File: src/sv/mfs_ram.sv
// ----------------------------------------------------------------------------
// mfs_ram
// Generic single write port, single read port RAM with registered read data.
// ----------------------------------------------------------------------------
module mfs_ram #(
	parameter int WIDTH = 8,
	parameter int DEPTH = 256
) (
	input  logic                     clk,
	input  logic                     we,
	input  logic [$clog2(DEPTH)-1:0] waddr,
	input  logic [WIDTH-1:0]         wdata,
	input  logic                     re,
	input  logic [$clog2(DEPTH)-1:0] raddr,
	output logic [WIDTH-1:0]         rdata
);

	logic [WIDTH-1:0] mem [DEPTH];
	logic [WIDTH-1:0] rdata_q;

	// write and registered read
	always_ff @(posedge clk) begin
		if (we) begin
			mem[waddr] <= wdata;
		end
		if (re) begin
			rdata_q <= mem[raddr];
		end
	end

	assign rdata = rdata_q;

endmodule

File: config.mk
export PLATFORM = sky130hd
export DESIGN_NAME = mfs_ram
export DESIGN_NICKNAME = d
export VERILOG_FILES = /design/src/sv/mfs_ram.sv
export SDC_FILE = /design/constraint.sdc
export NUM_CORES = 2
export LEC_CHECK = 0
export BUFFER_PORTS_ARGS = -buffer_cell sky130_fd_sc_hd__buf_2
export CAP_MARGIN = 20
export CORE_ASPECT_RATIO = 0.75
export CORE_MARGIN = 5
export CORE_UTILIZATION = 45
export CTS_BUF_LIST = sky130_fd_sc_hd__clkbuf_2 sky130_fd_sc_hd__clkbuf_4 sky130_fd_sc_hd__clkbuf_8
export CTS_CLUSTER_SIZE = 20
export DETAILED_ROUTE_END_ITERATION = 7
export SLEW_MARGIN = 40
export SYNTH_ARGS = -nofsm -noshare
export SYNTH_HDL_FRONTEND = slang
export SYNTH_SLANG_ARGS = --single-unit
File: constraint.sdc
create_clock -name clk -period 3.3 [get_ports clk]
set_input_delay 0.66 -clock clk [delete_from_list [all_inputs] [get_ports clk]]
set_output_delay 0.66 -clock clk [all_outputs]
set_load 0.01 [all_outputs]
Yosys cells after proc, flatten, opt, wreduce, memory -nomap -nowiden
Memories as Yosys holds them, arrays and structs flattened. A register that Yosys moved wholly into a read port is not among the register bits.
Cells that the tools add are included.
{"block": "totals", "regBits": 0, "mem_bits_rw": 2048, "output_inout_bits": 8, "word_cells": 3, "mem_count": 1}
{"memory": "mem", "depth": 256, "width": 8, "read_ports": 1, "rd_ports_with_merged_regs": 1, "wr": 1, "line": "18", "source": "logic [WIDTH-1:0] mem [DEPTH];"}
{"block": "op_classes", "n_mux": 2}
{"op": "1-bit two-way mux", "n": 2}

Logic depth before layout (Yosys ltp)
{"block": "depth", "ltp_word": 2, "ltp_mapped": 11}

Worst setup path before layout
Ideal clock, no wire load.
{"block": "synth_path", "kind": "input -> register", "from": "in raddr[0]", "to": "reg rdata_q[2] (netlist: rdata[2]), read port of mem (data pin)", "arrival_time_ns": 2.467, "t_required_ns": 3.031, "setup_slack_ns": 0.564, "cell_stages": 9, "cell_sequence": "buf_6 buf_12 buf_8 buf_2 mux4_2 a22oi_1 a21oi_1 nor4_1 nor4_2"}
{"element": "from (decl)", "line": "14", "source": "input logic [$clog2(DEPTH)-1:0] raddr,"}
{"element": "to (decl)", "line": "19", "source": "logic [WIDTH-1:0] rdata_q;"}

==> results.json <==
{
  "die_area_um2": 186000,
  "power_leakage_nw": 29.8,
  "dpl_worst_slack_ps": -478,
  "fin_skew_ps": 55.4,
  "fillerInstances": 13700,
  "final-hold-violation-count": 0,
  "min_path_type": "in -> reg",
  "clk_transition_reported_paths_ps": 60,
  "grt_usage": 0.224,
  "grt-ovfl-total": 0,
  "required_ps": 4030,
  "drive_gt1_frac": 0.336,
  "synth_compound_area_frac": 0.0342,
  "crit_family": "compound AO/OA/AOI/OAI gates",
  "finish.net_count": 4472,
  "cts_tree": "built",
  "io-pin-count": 35,
  "arrival_ps": 3640,
  "areaGrowthSynthToFinish_pct": 16.4,
  "critPathMaxStageDelay_ps": 630,
  "slowest_stage": "nor3_2",
  "first_iter_violations": 5046,
  "drt.antenna.violating_nets": 0,
  "vias": 41500,
  "netlist_area_um2": 79600,
  "power_density_nw_per_um2": 560,
  "place_area_um2": 86800,
  "final_max_slew_viol_count": 0,
  "fin_crit_sh": 0.881,
  "first_pass_iters": 5,
  "period_minus_slack_ps": 2910,
  "avgRoutedWirePerCell_um": 29.6,
  "clk_latency_ps": 1020,
  "relSlewSlack": 0.427,
  "cp_num_buf_inv": 0,
  "vias_per_cell": 5.89,
  "synth.ff_latch_count": 2056,
  "core_um2": 176000,
  "crit_type": "reg -> reg",
  "gp_congestion": 0.839,
  "wl_um": 208000,
  "max_slew.worst_pin.slew_ps": 853,
  "drc": 0,
  "cts.htree.levels": 5,
  "status": "finished, final reports clean",
  "max-clock-path-buffers": 4,
  "layout_setup_ws_ps": 394,
  "antenna_found_initial": 16,
  "io_buffers": 34,
  "cts.sinks": 2056,
  "drv_cap": 0,
  "fin_area_um2": 92700,
  "place_inst": 6476,
  "grt_first_pass_wirelength_um": 301000,
  "critPathLaunchType": "flip-flop",
  "fin_util": 0.528,
  "die_w_um": 496,
  "synth_fa_ha_area_frac": 0,
  "postCtsSetupRepairBufs": 0,
  "synth_simple_gate_area_frac": 0.0263,
  "crit_path_end_kind": "flip-flop",
  "avgSynthCellArea_um2": 21.3,
  "netlist_instances": 3733,
  "post-dp-hpwl_um": 133000,
  "setup-violations-final": 0,
  "synth_edf_count": 2056,
  "grt_pass1_vias": 41500,
  "ys_dominant_reg_cell": "edfxtp_1",
  "synth_top_family_by_area": "multiplexers",
  "row_count": 133,
  "rsz0062_at_grt": "false",
  "final-instance-count-excl-fill": 7035,
  "vdd_drop_max_mv": 0.386,
  "crit_fanout": 1,
  "cts_resized": 0,
  "die_h_um": 374,
  "cts_root_buffer": "clkbuf_8",
  "yosysUniqueCellTypes": 54,
  "cts_hold_buf": 3,
  "synthMuxAreaShare": 0.146,
  "path_cells": "mux4_2 -> a22o_1 -> a221oi_1 -> o32ai_1 -> nor3_2 -> nor4_1",
  "synth_xor_area_frac": 0,
  "yosysWarnings": 0,
  "ys_async_sr_fraction": 0,
  "seq_area_frac_synth": 0.775,
  "floorplan.initialDensity": 0.454,
  "numCtsBuffers": 326,
  "fmax_mhz": 344,
  "synthesis.nets": 3760,
  "grt_start_max_net_pins": 93
}
[power by group]
part           switching (mW)  internal (mW)
registers              0.0307           28.8
logic                    1.80           1.14
clock network            9.67           10.4
[cell usage in the layout, fill, tap and decap left out, drive strengths merged, types with 12 or more instances in the layout]
cell type / Yosys / layout
a211oi: 16 / 16
o221ai: 47 / 47
buf: 122 / 614
nand3: 34 / 34
mux4: 456 / 456
nor3: 22 / 22
nor2b: 31 / 31
nor2: 282 / 282
clkinv: 1 / 116
clkbuf: 111 / 421
nor4: 27 / 27
nand2: 33 / 33
a221oi: 14 / 14
mux2i: 134 / 134
o22ai: 28 / 28
edfxtp: 2056 / 2056
o21ai: 12 / 12
a21oi: 96 / 96
a22oi: 133 / 133
[path summary, 6_finish.rpt]
check,depth (start not counted),startpoint,end,slack (ps)
max,6,mem[80][5],rdata[5],390
min,1,wdata[6],mem[54][6],70
max reg2reg,6,mem[80][5],rdata[5],390
min reg2reg,7,mem[32][5],rdata[5],1160
[area by class of cell]
class	instances	area, um2	share of cell area
diodes	11	27.5	0.000297
clock buffers	421	5230	0.0564
clock inverters	124	591	0.00637
inverters	2	7.51	0.0000810
multi-input cells	1442	16600	0.179
flip-flops and latches	2056	61700	0.666
well taps	2362	2960	0.0319
repair buffers	617	5570	0.0601
[synth_stat cells (13+ instances only)]
master,number,share of area
buf_8,13,0.0025
edfxtp_1,2056,0.78
nand2_1,33,0.0016
mux2i_1,134,0.017
buf_6,21,0.0030
nor4_1,24,0.0019
clkbuf_1,111,0.0052
nor2_1,282,0.013
nor2b_1,31,0.0024
a221oi_1,13,0.0014
mux4_2,454,0.13
o221ai_1,46,0.0051
buf_1,22,0.0010
nor3_1,22,0.0014
a211oi_1,16,0.0015
o22ai_1,28,0.0022
a21oi_1,96,0.0060
nand3_1,34,0.0021
buf_4,27,0.0025
a22oi_1,133,0.013
buf_2,31,0.0019
[metal layers]
layer / vias up / GRT usage / wire length, um
li1: 17200 / - / -
met1: 21900 / 0.349 / 91800
met2: 2007 / 0.320 / 91800
met3: 314 / 0.0598 / 20900
met4: 6 / 0.0477 / 3640
met5: - / 0 / 42
[cell families after synthesis]
logic type             count (synthesis)
AOI/OAI and AO/OA                    385
buffers and inverters                235
DFF                                 2056
muxes                                591
and+or+nand+nor                      466
[registers in the layout, summed over array words and instances, names as in the netlist]
signal  flops
rdata       8
mem      2048
[metrics by stage]
step	setup TNS [ps]	power [mW]	hold slack, ps
after floorplan	0	30.8	759
after global placement	-5610	32.3	1050
after detailed placement	-2670	32.3	1060
after CTS	0	52.3	27.7
after global routing	0	53.7	24.5
final	0	51.9	73.2
No activity file was read; power rests on OpenSTA's default activity.
