## src/sv/mfs_pkg.sv

```systemverilog
// ----------------------------------------------------------------------------
// mfs_pkg
// Shared types, sizes and status codes of the maximum-frequency stack.
// ----------------------------------------------------------------------------
package mfs_pkg;

	// store size and value width
	localparam int CAPACITY   = 64;
	localparam int VALUE_BITS = 8;
	localparam int NUM_VALUES = 1 << VALUE_BITS;

	// a count never exceeds the number of stored entries
	localparam int CNT_W = $clog2(CAPACITY + 1);

	// request codes
	localparam logic REQ_PUSH = 1'b0;
	localparam logic REQ_POP  = 1'b1;

	// result status codes
	localparam logic [1:0] STATUS_OK         = 2'd0;
	localparam logic [1:0] STATUS_POP_EMPTY  = 2'd1;
	localparam logic [1:0] STATUS_PUSH_FULL  = 2'd2;

	// one stored entry
	typedef struct packed {
		logic [VALUE_BITS-1:0] value;
		logic [CNT_W-1:0]      count;
	} entry_t;

	// broadcast control to every cell of the chain
	typedef struct packed {
		logic                  push;
		logic                  pop;
		logic [VALUE_BITS-1:0] value;
		logic [CNT_W-1:0]      count;
	} cell_ctl_t;

endpackage

```

## src/sv/mfs_cell.sv

```systemverilog
// ----------------------------------------------------------------------------
// mfs_cell
// One position of the sorted entry chain. Holds one entry and on a push
// either keeps it, takes the new entry or takes its left neighbour; on a pop
// it takes its right neighbour.
// ----------------------------------------------------------------------------
module mfs_cell (
	input  logic               clk,
	input  mfs_pkg::cell_ctl_t ctl,
	input  logic               live,
	input  mfs_pkg::entry_t    left_entry,
	input  logic               left_gt,
	input  mfs_pkg::entry_t    right_entry,
	output mfs_pkg::entry_t    entry,
	output logic               gt
);
	import mfs_pkg::*;

	entry_t entry_q;

	// entry stays ahead of the new one only if its count is strictly higher
	assign gt = live && (entry_q.count > ctl.count);

	// insert or shift
	always_ff @(posedge clk) begin
		if (ctl.push && !gt) begin
			if (left_gt) begin
				entry_q <= '{value: ctl.value, count: ctl.count};
			end else begin
				entry_q <= left_entry;
			end
		end else if (ctl.pop) begin
			entry_q <= right_entry;
		end
	end

	assign entry = entry_q;

endmodule

```

## config.mk

```make
export PLATFORM = sky130hd
export DESIGN_NAME = mfs_cell
export DESIGN_NICKNAME = d
export VERILOG_FILES = /design/src/sv/mfs_pkg.sv /design/src/sv/mfs_cell.sv
export SDC_FILE = /design/constraint.sdc
export NUM_CORES = 1
export LEC_CHECK = 0
export BUFFER_PORTS_ARGS = -buffer_cell sky130_fd_sc_hd__buf_4
export CORE_AREA = 2 2 54 56
export DETAILED_ROUTE_END_ITERATION = 8
export DIE_AREA = 0 0 56 58
export PLACE_DENSITY = 0.86
export SYNTH_ARGS = -nofsm -noshare
export SYNTH_HDL_FRONTEND = slang
export SYNTH_SLANG_ARGS = --single-unit
```

## constraint.sdc

```tcl
create_clock -name clk -period 3.2 [get_ports clk]
set_clock_uncertainty 0.1 [all_clocks]
set_input_delay 0.16 -clock clk [delete_from_list [all_inputs] [get_ports clk]]
set_output_delay 0.16 -clock clk [all_outputs]
set_load 0.01 [all_outputs]
```

==> Yosys cells after proc, flatten, opt, wreduce, memory -nomap -nowiden <==
Index checks and enable logic that the tools add are counted.
{ "word_totals": {"mem_bits_ro": 0, "inputBits": 50, "ram_bits": 0, "register_bits": 15, "output_inout_bits": 16, "wordCells": 10, "mem_count": 0, "latch_bits": 0} }
{ "op_classes": {"magnitude_cmp": 1, "n_shift": 0, "n_eq_ne": 0, "addsub": 0, "n_reduce_logical": 4, "n_div": 0, "muxes": 3, "n_mul": 0, "bitwise_logic": 0} }
{ "op_table": {"columns": ["cell", "count"], "rows": [
  ["15-bit 2-to-1 mux", 3],
  ["7-bit > comparator", 1],
  ["1-bit logical AND", 2],
  ["2-bit nonzero test", 1],
  ["1-bit zero test", 1]
]} }

==> Depth between registers and ports, before layout <==
Gate-level depths: netlist (run 1).
{ "logic_depth": {"depth_word": 5, "ltp_mapped": 7} }

==> Worst setup path after synthesis (run 1) <==
OpenSTA, ideal clock, no wires.
{ "synth_timing": {"kind": "reg-to-reg", "startpoint": "reg entry_q (netlist bit entry[6])", "endpoint": "reg entry_q (netlist bit entry[0]), enable pin", "n_path_buf": 1, "period_less_slack_ns": 2.185, "stages_incl_launch_ff": 7, "setup_slack_ns": 1.015, "arrival_ns": 1.755, "cell_sequence": "edfxtp_1 -> ha_1 -> a21oi_1 -> o211ai_2 -> o2bb2ai_4 -> buf_12 -> or2_2"} }
{ "synth_between": {"elab_chain_len": 5} }
{ "synth_lines": {"columns": ["item", "line", "text"], "rows": [
  ["start, declared", "mfs_cell.sv:19", "entry_t entry_q;"],
  ["start signal, assigned", "mfs_cell.sv:28", "entry_q <= '{value: ctl.value, count: ctl.count};"],
  ["start signal, assigned", "mfs_cell.sv:30", "entry_q <= left_entry;"],
  ["start signal, assigned", "mfs_cell.sv:33", "entry_q <= right_entry;"],
  ["7-bit > comparator", "mfs_cell.sv:22", "assign gt = live && (entry_q.count > ctl.count);"],
  ["1-bit logical AND", "mfs_cell.sv:22", null],
  ["1-bit zero test", "mfs_cell.sv:26", "if (ctl.push && !gt) begin"],
  ["1-bit logical AND", "mfs_cell.sv:26", null],
  ["2-bit nonzero test (no line)", null, null]
]} }
No other way between the ends.
A chain may end at the register's enable or synchronous reset.

==> Final worst setup path (run 1) <==
{ "layout_timing": {"startpoint": "reg entry_q (netlist bit entry[6])", "endpoint": "reg entry_q (netlist bit entry[1]), enable pin"} }
The elaborated chain is that of the path after synthesis.

==> metrics, run 1 <==
CTS Root Cell clkbuf_4; crit-path max FO 16; Tcrit/Tclk final 78.8%; final wirelength 2560 µm; Slew headroom 61.8%; drt initial violations 8; R2R setup slack 0.68 ns; FF-to-FF Start entry[6]$_DFFE_PP_; starting density of the core 40.7%; VDD IR max 295 µV; startpoint type of the worst setup path flip-flop; CTS Hold Bufs 0; syn avg cell area 14.1 µm²; CTS tree built; Cells after Synth 77; unique cell type count in the Yosys netlist 20; Final Max Tran Viols 0; clk sink count 15; Critical Path RT 3.05 ns; Lkg Pwr 0.764 nW; nets 201; max reg flops 15; core area 2660 µm²; largest net degree at the start of global routing 17; full die area 3250 µm²; dpl cell area 1580 µm²; first-pass GRT wire length 4130 µm; WP data arrival 2.37 ns; RSZ-0062 raised after global routing false; Hold Fails Final Rpt 0; Worst-Skew Late Latency 0.28 ns; crit end category flip-flop; PD cells 396 nW/µm²; Final Wtd Congestion 0.695; f_max 396 MHz; drt drc 0; clk buf depth 2; Final setup viols 0; Synth area leaders edfxtp_1 42%, mux2_2 22%, mux2_4 12%; post-CTS setup buffers 0; Post-Layout Inst Area 1610 µm²; DP HPWL 2160 µm; Clock Pin Slew Worst Setup and Hold Paths 0.09 ns; die height 58 µm; P&R area growth vs syn 48.3%; setup TNS 0 ns; Final ANT Viol Nets 0; initial antenna violation count 0; die width 56 µm; drt first pass iters 4; htree depth 1; Reg-to-Reg End entry[1]$_DFFE_PP_; FF-to-FF path depth 5; syn_nets 134; leading area contributor after synthesis edfxtp_1; crit path time final 2.52 ns; mapped cell area 1080 µm²; crit path capture entry[1]$_DFFE_PP_; flops & latches, synth 15; CTS buffer count 3; Ports 66; pin slew with the least headroom to its limit 0.572 ns; Vias 881; Worst setup startpoint entry[6]$_DFFE_PP_; share of cells above drive strength 1 72.7%; Tot GR Track Use 16.7%; average wire per standard cell 14.7 µm; vias per inst 5.06; post-synth top area share 41.5%; total gr overflow 0; post-cts resize count 0; vias in the first global route 967; max-cap violations 0; min-delay worst type input port to flip-flop; Seq/Total Area, Yosys 41.5%; ant diodes 0; Synthesis Warnings 0; port buffer count 65; Crit Path Class flip-flop to flip-flop; status finished, final reports clean; num rows 19
[per-layer routing]
metal  vias up  part of all wire, %  track usage [%]
met4         0                  1.3             6.46
li1        424                    -                -
met5         -                    0                0
met2        43                   57             33.3
met1       410                   33             15.2
met3         4                  8.9             6.03
[power by group]
group | switching (mW) | internal [mW] | leakage [nW]
combinational | 0.107 | 0.152 | 0.596
sequential | 0.0144 | 0.258 | 0.152
clock | 0.0564 | 0.0483 | 0.0150
total | 0.178 | 0.459 | 0.764
[synth_stat cells (all sizes together)]
library cell  instances
clkbuf                1
o211ai                1
nand3                 1
buf                   2
nand3b                1
mux2                 30
nand2                 1
a21oi                 4
inv                   7
nand4                 1
ha                    7
o2bb2ai               1
edfxtp               15
nor2                  2
o21ai                 2
or2                   1
[layout by cell type, fill, tap and decap left out]
master     netlist  layout
buf_4            0      65
mux2_2          21      21
edfxtp_1        15      15
mux2_4           9       9
inv_1            7       7
ha_1             7       7
a21oi_1          3       3
clkbuf_4         0       3
nor2_1           2       2
nand4_2          1       1
nand3_1          1       1
o21ai_2          1       1
nand3b_1         1       1
a21oi_2          1       1
nand2_1          1       1
o21ai_0          1       1
o211ai_2         1       1
o2bb2ai_4        1       1
or2_2            1       1
clkbuf_1         1       1
[area by class of cell]
class	count	area (µm²)
Multi-Input combinational cell	52	579
Sequential cell	15	450
Tap cell	31	38.8
Inverter	7	26.3
Clock buffer	4	26.3
Fill cell	214	1050
Timing Repair Buffer	65	488
[logic make-up after synthesis]
family	share of synthesized area, %
DFF	41.5
muxes	34.3
and+or+nand+nor	3.92
AOI/OAI and AO/OA	7.15
adders and majority gates	8.07
buffers and inverters	5.07
[worst max-delay path, stage by stage (launching register included)]
cell and delay [ns]:
edfxtp_1 0.43, ha_1 0.34, a21oi_1 0.23, o211ai_2 0.16
o2bb2ai_4 0.49, or2_2 0.44
[worst min-delay path by stage]
stage | slack [ns] | start | end | depth (start not counted)
floorplan | 0.28 | right_entry[10] | entry[10]$_DFFE_PP_ | 1
global placement | 0.36 | right_entry[10] | entry[10]$_DFFE_PP_ | 2
detailed placement | 0.37 | right_entry[13] | entry[13]$_DFFE_PP_ | 2
CTS | 0.07 | right_entry[13] | entry[13]$_DFFE_PP_ | 2
global route | 0.07 | right_entry[13] | entry[13]$_DFFE_PP_ | 2
finish | 0.08 | right_entry[13] | entry[13]$_DFFE_PP_ | 2
[through the flow]
stage          worst slack, ns  power [mW]  hold slack [ns]  utilization (%)  instances
2_1_floorplan             1.01       0.425            0.278                -         77
3_3_place_gp             0.828       0.526            0.363             59.4        170
3_5_place_dp             0.670       0.538            0.366             59.4        170
4_1_cts                  0.667       0.642           0.0746             60.4        174
5_1_grt                  0.574       0.672           0.0670             60.4        174
6_report                 0.677       0.636           0.0781             60.4        174
Power figures use the tool's default switching activity.
==> inputs of run 2 (changes only) <==
CORE_AREA = 2 2 57 59   (was 2 2 54 56)
DIE_AREA = 0 0 59 61   (was 0 0 56 58)
PLACE_DENSITY = 0.81   (was 0.86)
clock period = 2.3 ns   (was 3.2 ns; I/O delays follow)
==> run 2 against run 1 <==
Clock power grew 41%. Sequential cell count stayed put. Critical path depth up 1. Die area increased by 11%. First-iteration DRC count rose to 2.5 times the previous value. Design area increased by 2.0%. Power rose by 41%.
==> metrics, run 2 (synthesis results as in run 1) <==
status finished, final reports clean; CTS buffer count 3; Final Wtd Congestion 0.699; FF-to-FF path depth 6; Final ANT Viol Nets 0; R2R setup slack 0.11 ns; die width 59 µm; WP data arrival 2.13 ns; Ports 66; setup TNS 0 ns; Tcrit/Tclk final 95.3%; final core occ 55.6%; initial antenna violation count 0; drt drc 0; startpoint type of the worst setup path flip-flop; Vias 857; clk sink count 15; commonest non-fill, non-tap cell in the layout buf_4; Crit Path Class flip-flop to flip-flop; Clock Pin Slew Worst Setup and Hold Paths 0.09 ns; pin slew with the least headroom to its limit 0.358 ns; total gr overflow 0; Hold Fails Final Rpt 0; crit path capture entry[14]$_DFFE_PP_; share of cells above drive strength 1 73.5%; ant diodes 0; Critical Path RT 2.23 ns; vias in the first global route 872; nets 205; crit path time final 2.19 ns; Worst setup startpoint entry[6]$_DFFE_PP_; num rows 20; Tot GR Track Use 13.4%; crit-path max FO 6; min-delay worst type input port to flip-flop; Slew headroom 76.2%; Worst-Skew Late Latency 0.27 ns; FF-to-FF Start entry[6]$_DFFE_PP_; port buffer count 65; max-cap violations 0; Lkg Pwr 0.782 nW; DP HPWL 2040 µm; final wirelength 2400 µm; Non-Filler Instances 180; largest net degree at the start of global routing 16; first-pass GRT wire length 3610 µm; FILL cells 253; VDD IR max 349 µV; PD cells 547 nW/µm²; Final Power 0.898 mW; Hold Crit Depth 2; f_max 456 MHz; crit end category flip-flop; vias per inst 4.76; Final Max Tran Viols 0; CTS tree built; htree depth 1; placed cell count 174; most frequent cells in the layout 69 x buf_4, 21 x mux2_2, 15 x edfxtp_1; CTS Root Cell clkbuf_4; Reg-to-Reg End entry[14]$_DFFE_PP_; RSZ-0062 raised after global routing false; average wire per standard cell 13.3 µm; core area 2950 µm²; max reg flops 15; starting density of the core 36.7%; WHS 0.0322 ns; drt first pass iters 6; Final setup viols 0; drt initial violations 20; P&R area growth vs syn 51.3%; full die area 3600 µm²; clk buf depth 2; die height 61 µm
-- run 2: cell count changes in the layout (fill, tap and decap cells not counted), sizes merged --
cell / before / now
buf: 65 / 69
-- run 2: how the worst min path moves through the flow --
stage / startpoint / to / slack (ns)
finish: right_entry[9] / entry[9]$_DFFE_PP_ / 0.03
global route: right_entry[11] / entry[11]$_DFFE_PP_ / 0.02
CTS: right_entry[9] / entry[9]$_DFFE_PP_ / 0.02
detailed placement: right_entry[5] / entry[5]$_DFFE_PP_ / 0.32
global placement: right_entry[11] / entry[11]$_DFFE_PP_ / 0.32
floorplan: right_entry[10] / entry[10]$_DFFE_PP_ / 0.23
-- run 2: per-stage QoR --
step	instance area (µm²)	worst slack (ns)
2_1_floorplan	1080	0.115
3_3_place_gp	1600	0.0822
3_5_place_dp	1600	-0.0273
4_1_cts	1640	0.0901
5_1_grt	1640	0.0152
6_report	1640	0.107
-- run 2: layer usage --
metal | share of wire, % | vias to the layer above | GRT usage (%) | wire length [µm]
met5 | 0 | - | 0 | 0
met4 | 0 | 0 | 3.90 | 0
met3 | 10 | 0 | 4.69 | 245
met2 | 55 | 42 | 24.9 | 1310
met1 | 35 | 386 | 14.3 | 841
li1 | - | 429 | - | -
-- run 2: repair_timing --
action | in CTS | in global routing
resized for setup | 0 | 0
hold buffers | 0 | 0
endpoints found under the setup margin | 6 | 0
setup buffers | 2 | 0
-- run 2: cell type report --
class                      instances  area (µm²)  share of cell area (%)
multi-input combinational         52         579                    35.3
timing repair buffer              69         518                    31.6
sequential                        15         450                    27.4
tap                               33        41.3                    2.52
clock buffer                       4        26.3                    1.60
inverter                           7        26.3                    1.60
-- run 2: critical path, stage by stage (launching register included) --
cell and delay (ns):
edfxtp_1 0.42, ha_1 0.34, a21oi_1 0.23, o211ai_2 0.14, o2bb2ai_4 0.20, buf_4 0.18
mux2_2 0.34
-- run 2: power breakdown --
part / switching, mW / internal [mW]
clock network: 0.0807 / 0.0672
registers: 0.0188 / 0.359
logic: 0.147 / 0.225
total: 0.247 / 0.652
==> inputs of run 3 (changes only) <==
MAX_ROUTING_LAYER = met4   (was not set)
==> run 3 against run 2 <==
Sequential cell count unchanged. Global-route usage up 0.43 points. Register-to-register slack barely moved. First-iteration DRC count is 20% higher. Design area stayed put. Non-clock buffer count stayed put. Worst hold slack barely moved.
==> metrics, run 3 (synthesis results as in run 1) <==
Worst-Skew Late Latency 0.27 ns; Final Max Tran Viols 0; Slew headroom 76.2%; die width 59 µm; status finished, final reports clean; PD cells 547 nW/µm²; crit end category flip-flop; num rows 20; port buffer count 65; FILL cells 253; vias in the first global route 869; VDD IR max 349 µV; htree depth 1; P&R area growth vs syn 51.3%; R2R setup slack 0.11 ns; commonest non-fill, non-tap cell in the layout buf_4; Final Power 0.898 mW; vias per inst 4.78; pin slew with the least headroom to its limit 0.357 ns; first-pass GRT wire length 3610 µm; average wire per standard cell 13.4 µm; Reg area 450 µm²; clk sink count 15; max-cap violations 0; starting density of the core 36.7%; drt drc 0; most frequent cells in the layout 69 x buf_4, 21 x mux2_2, 15 x edfxtp_1; drt initial violations 24; Tot GR Track Use 13.8%; crit-path max FO 6; Final setup viols 0; Ports 66; core area 2950 µm²; drt first pass iters 6; min-delay worst type input port to flip-flop; Critical Path RT 2.23 ns; ant diodes 0; die height 61 µm; Hold Fails Final Rpt 0; DP HPWL 2040 µm; max reg flops 15; startpoint type of the worst setup path flip-flop; Vias 860; area of the multi-input gates 579 µm²; clk buf depth 2; crit path time final 2.19 ns; largest net degree at the start of global routing 16; share of cells above drive strength 1 73.5%; full die area 3600 µm²; post-cts resize count 0; WP data arrival 2.13 ns; Non-Filler Instances 180; total gr overflow 0; Clock Pin Slew Worst Setup and Hold Paths 0.09 ns; initial antenna violation count 0; Tcrit/Tclk final 95.4%; CTS buffer count 3; Lkg Pwr 0.782 nW; placed cell count 174; RSZ-0062 raised after global routing false; final wirelength 2400 µm; nets 205; Final ANT Viol Nets 0; Final Wtd Congestion 0.707; Crit Path Class flip-flop to flip-flop; CTS Root Cell clkbuf_4; f_max 456 MHz; CTS tree built
## run 3: cell counts in the layout (fill, tap and decap cells not counted)
Identical to the previous run, type by type.
## run 3: worst max-delay path: stages, from the launching register on
cell,delay (ns)
edfxtp_1,0.42
ha_1,0.34
a21oi_1,0.23
o211ai_2,0.14
o2bb2ai_4,0.20
buf_4,0.18
mux2_2,0.34
## run 3: metrics by stage
| step | util, % | instance area [µm²] | setup TNS, ns | worst slack, ns | hold WS (ns) |
|---|---|---|---|---|---|
| final | 55.6 | 1640 | 0 | 0.106 | 0.0321 |
| after global routing | 55.6 | 1640 | 0 | 0.0152 | 0.0158 |
| after CTS | 55.6 | 1640 | 0 | 0.0901 | 0.0230 |
| after detailed placement | 54.2 | 1600 | -0.123 | -0.0273 | 0.320 |
| after global placement | 54.2 | 1600 | 0 | 0.0822 | 0.316 |
| after floorplan | - | 1080 | 0 | 0.115 | 0.233 |
## run 3: final cells by class
| cell class | count | share of cell area (%) |
|---|---|---|
| inverter | 7 | 1.60 |
| tap | 33 | 2.52 |
| multi-input combinational | 52 | 35.3 |
| timing repair buffer | 69 | 31.6 |
| clock buffer | 4 | 1.60 |
| sequential | 15 | 27.4 |
## run 3: worst paths after layout
| kind | cells past startpoint | from | end |
|---|---|---|---|
| max | 6 | entry[6]$_DFFE_PP_ | entry[14]$_DFFE_PP_ |
| min | 2 | right_entry[9] | entry[9]$_DFFE_PP_ |
| max reg2reg | 6 | entry[6]$_DFFE_PP_ | entry[14]$_DFFE_PP_ |
| min reg2reg | 6 | entry[6]$_DFFE_PP_ | entry[9]$_DFFE_PP_ |
## run 3: power breakdown
part / total [mW] / switching [mW] / internal (mW)
registers: 0.378 / 0.0188 / 0.359
clock network: 0.148 / 0.0807 / 0.0672
logic: 0.372 / 0.147 / 0.225
## run 3: metal layers
metal | wire length (µm) | track usage (%)
met1 | 870 | 14.9
met2 | 1310 | 24.9
met3 | 217 | 3.62
met4 | 8 | 3.90
met5 | 0 | -
## run 3: repair_timing
item / 4_1_cts / 5_1_grt
setup endpoints to repair: 6 / 0
hold buffers: 0 / 0
buffers inserted: 2 / 0
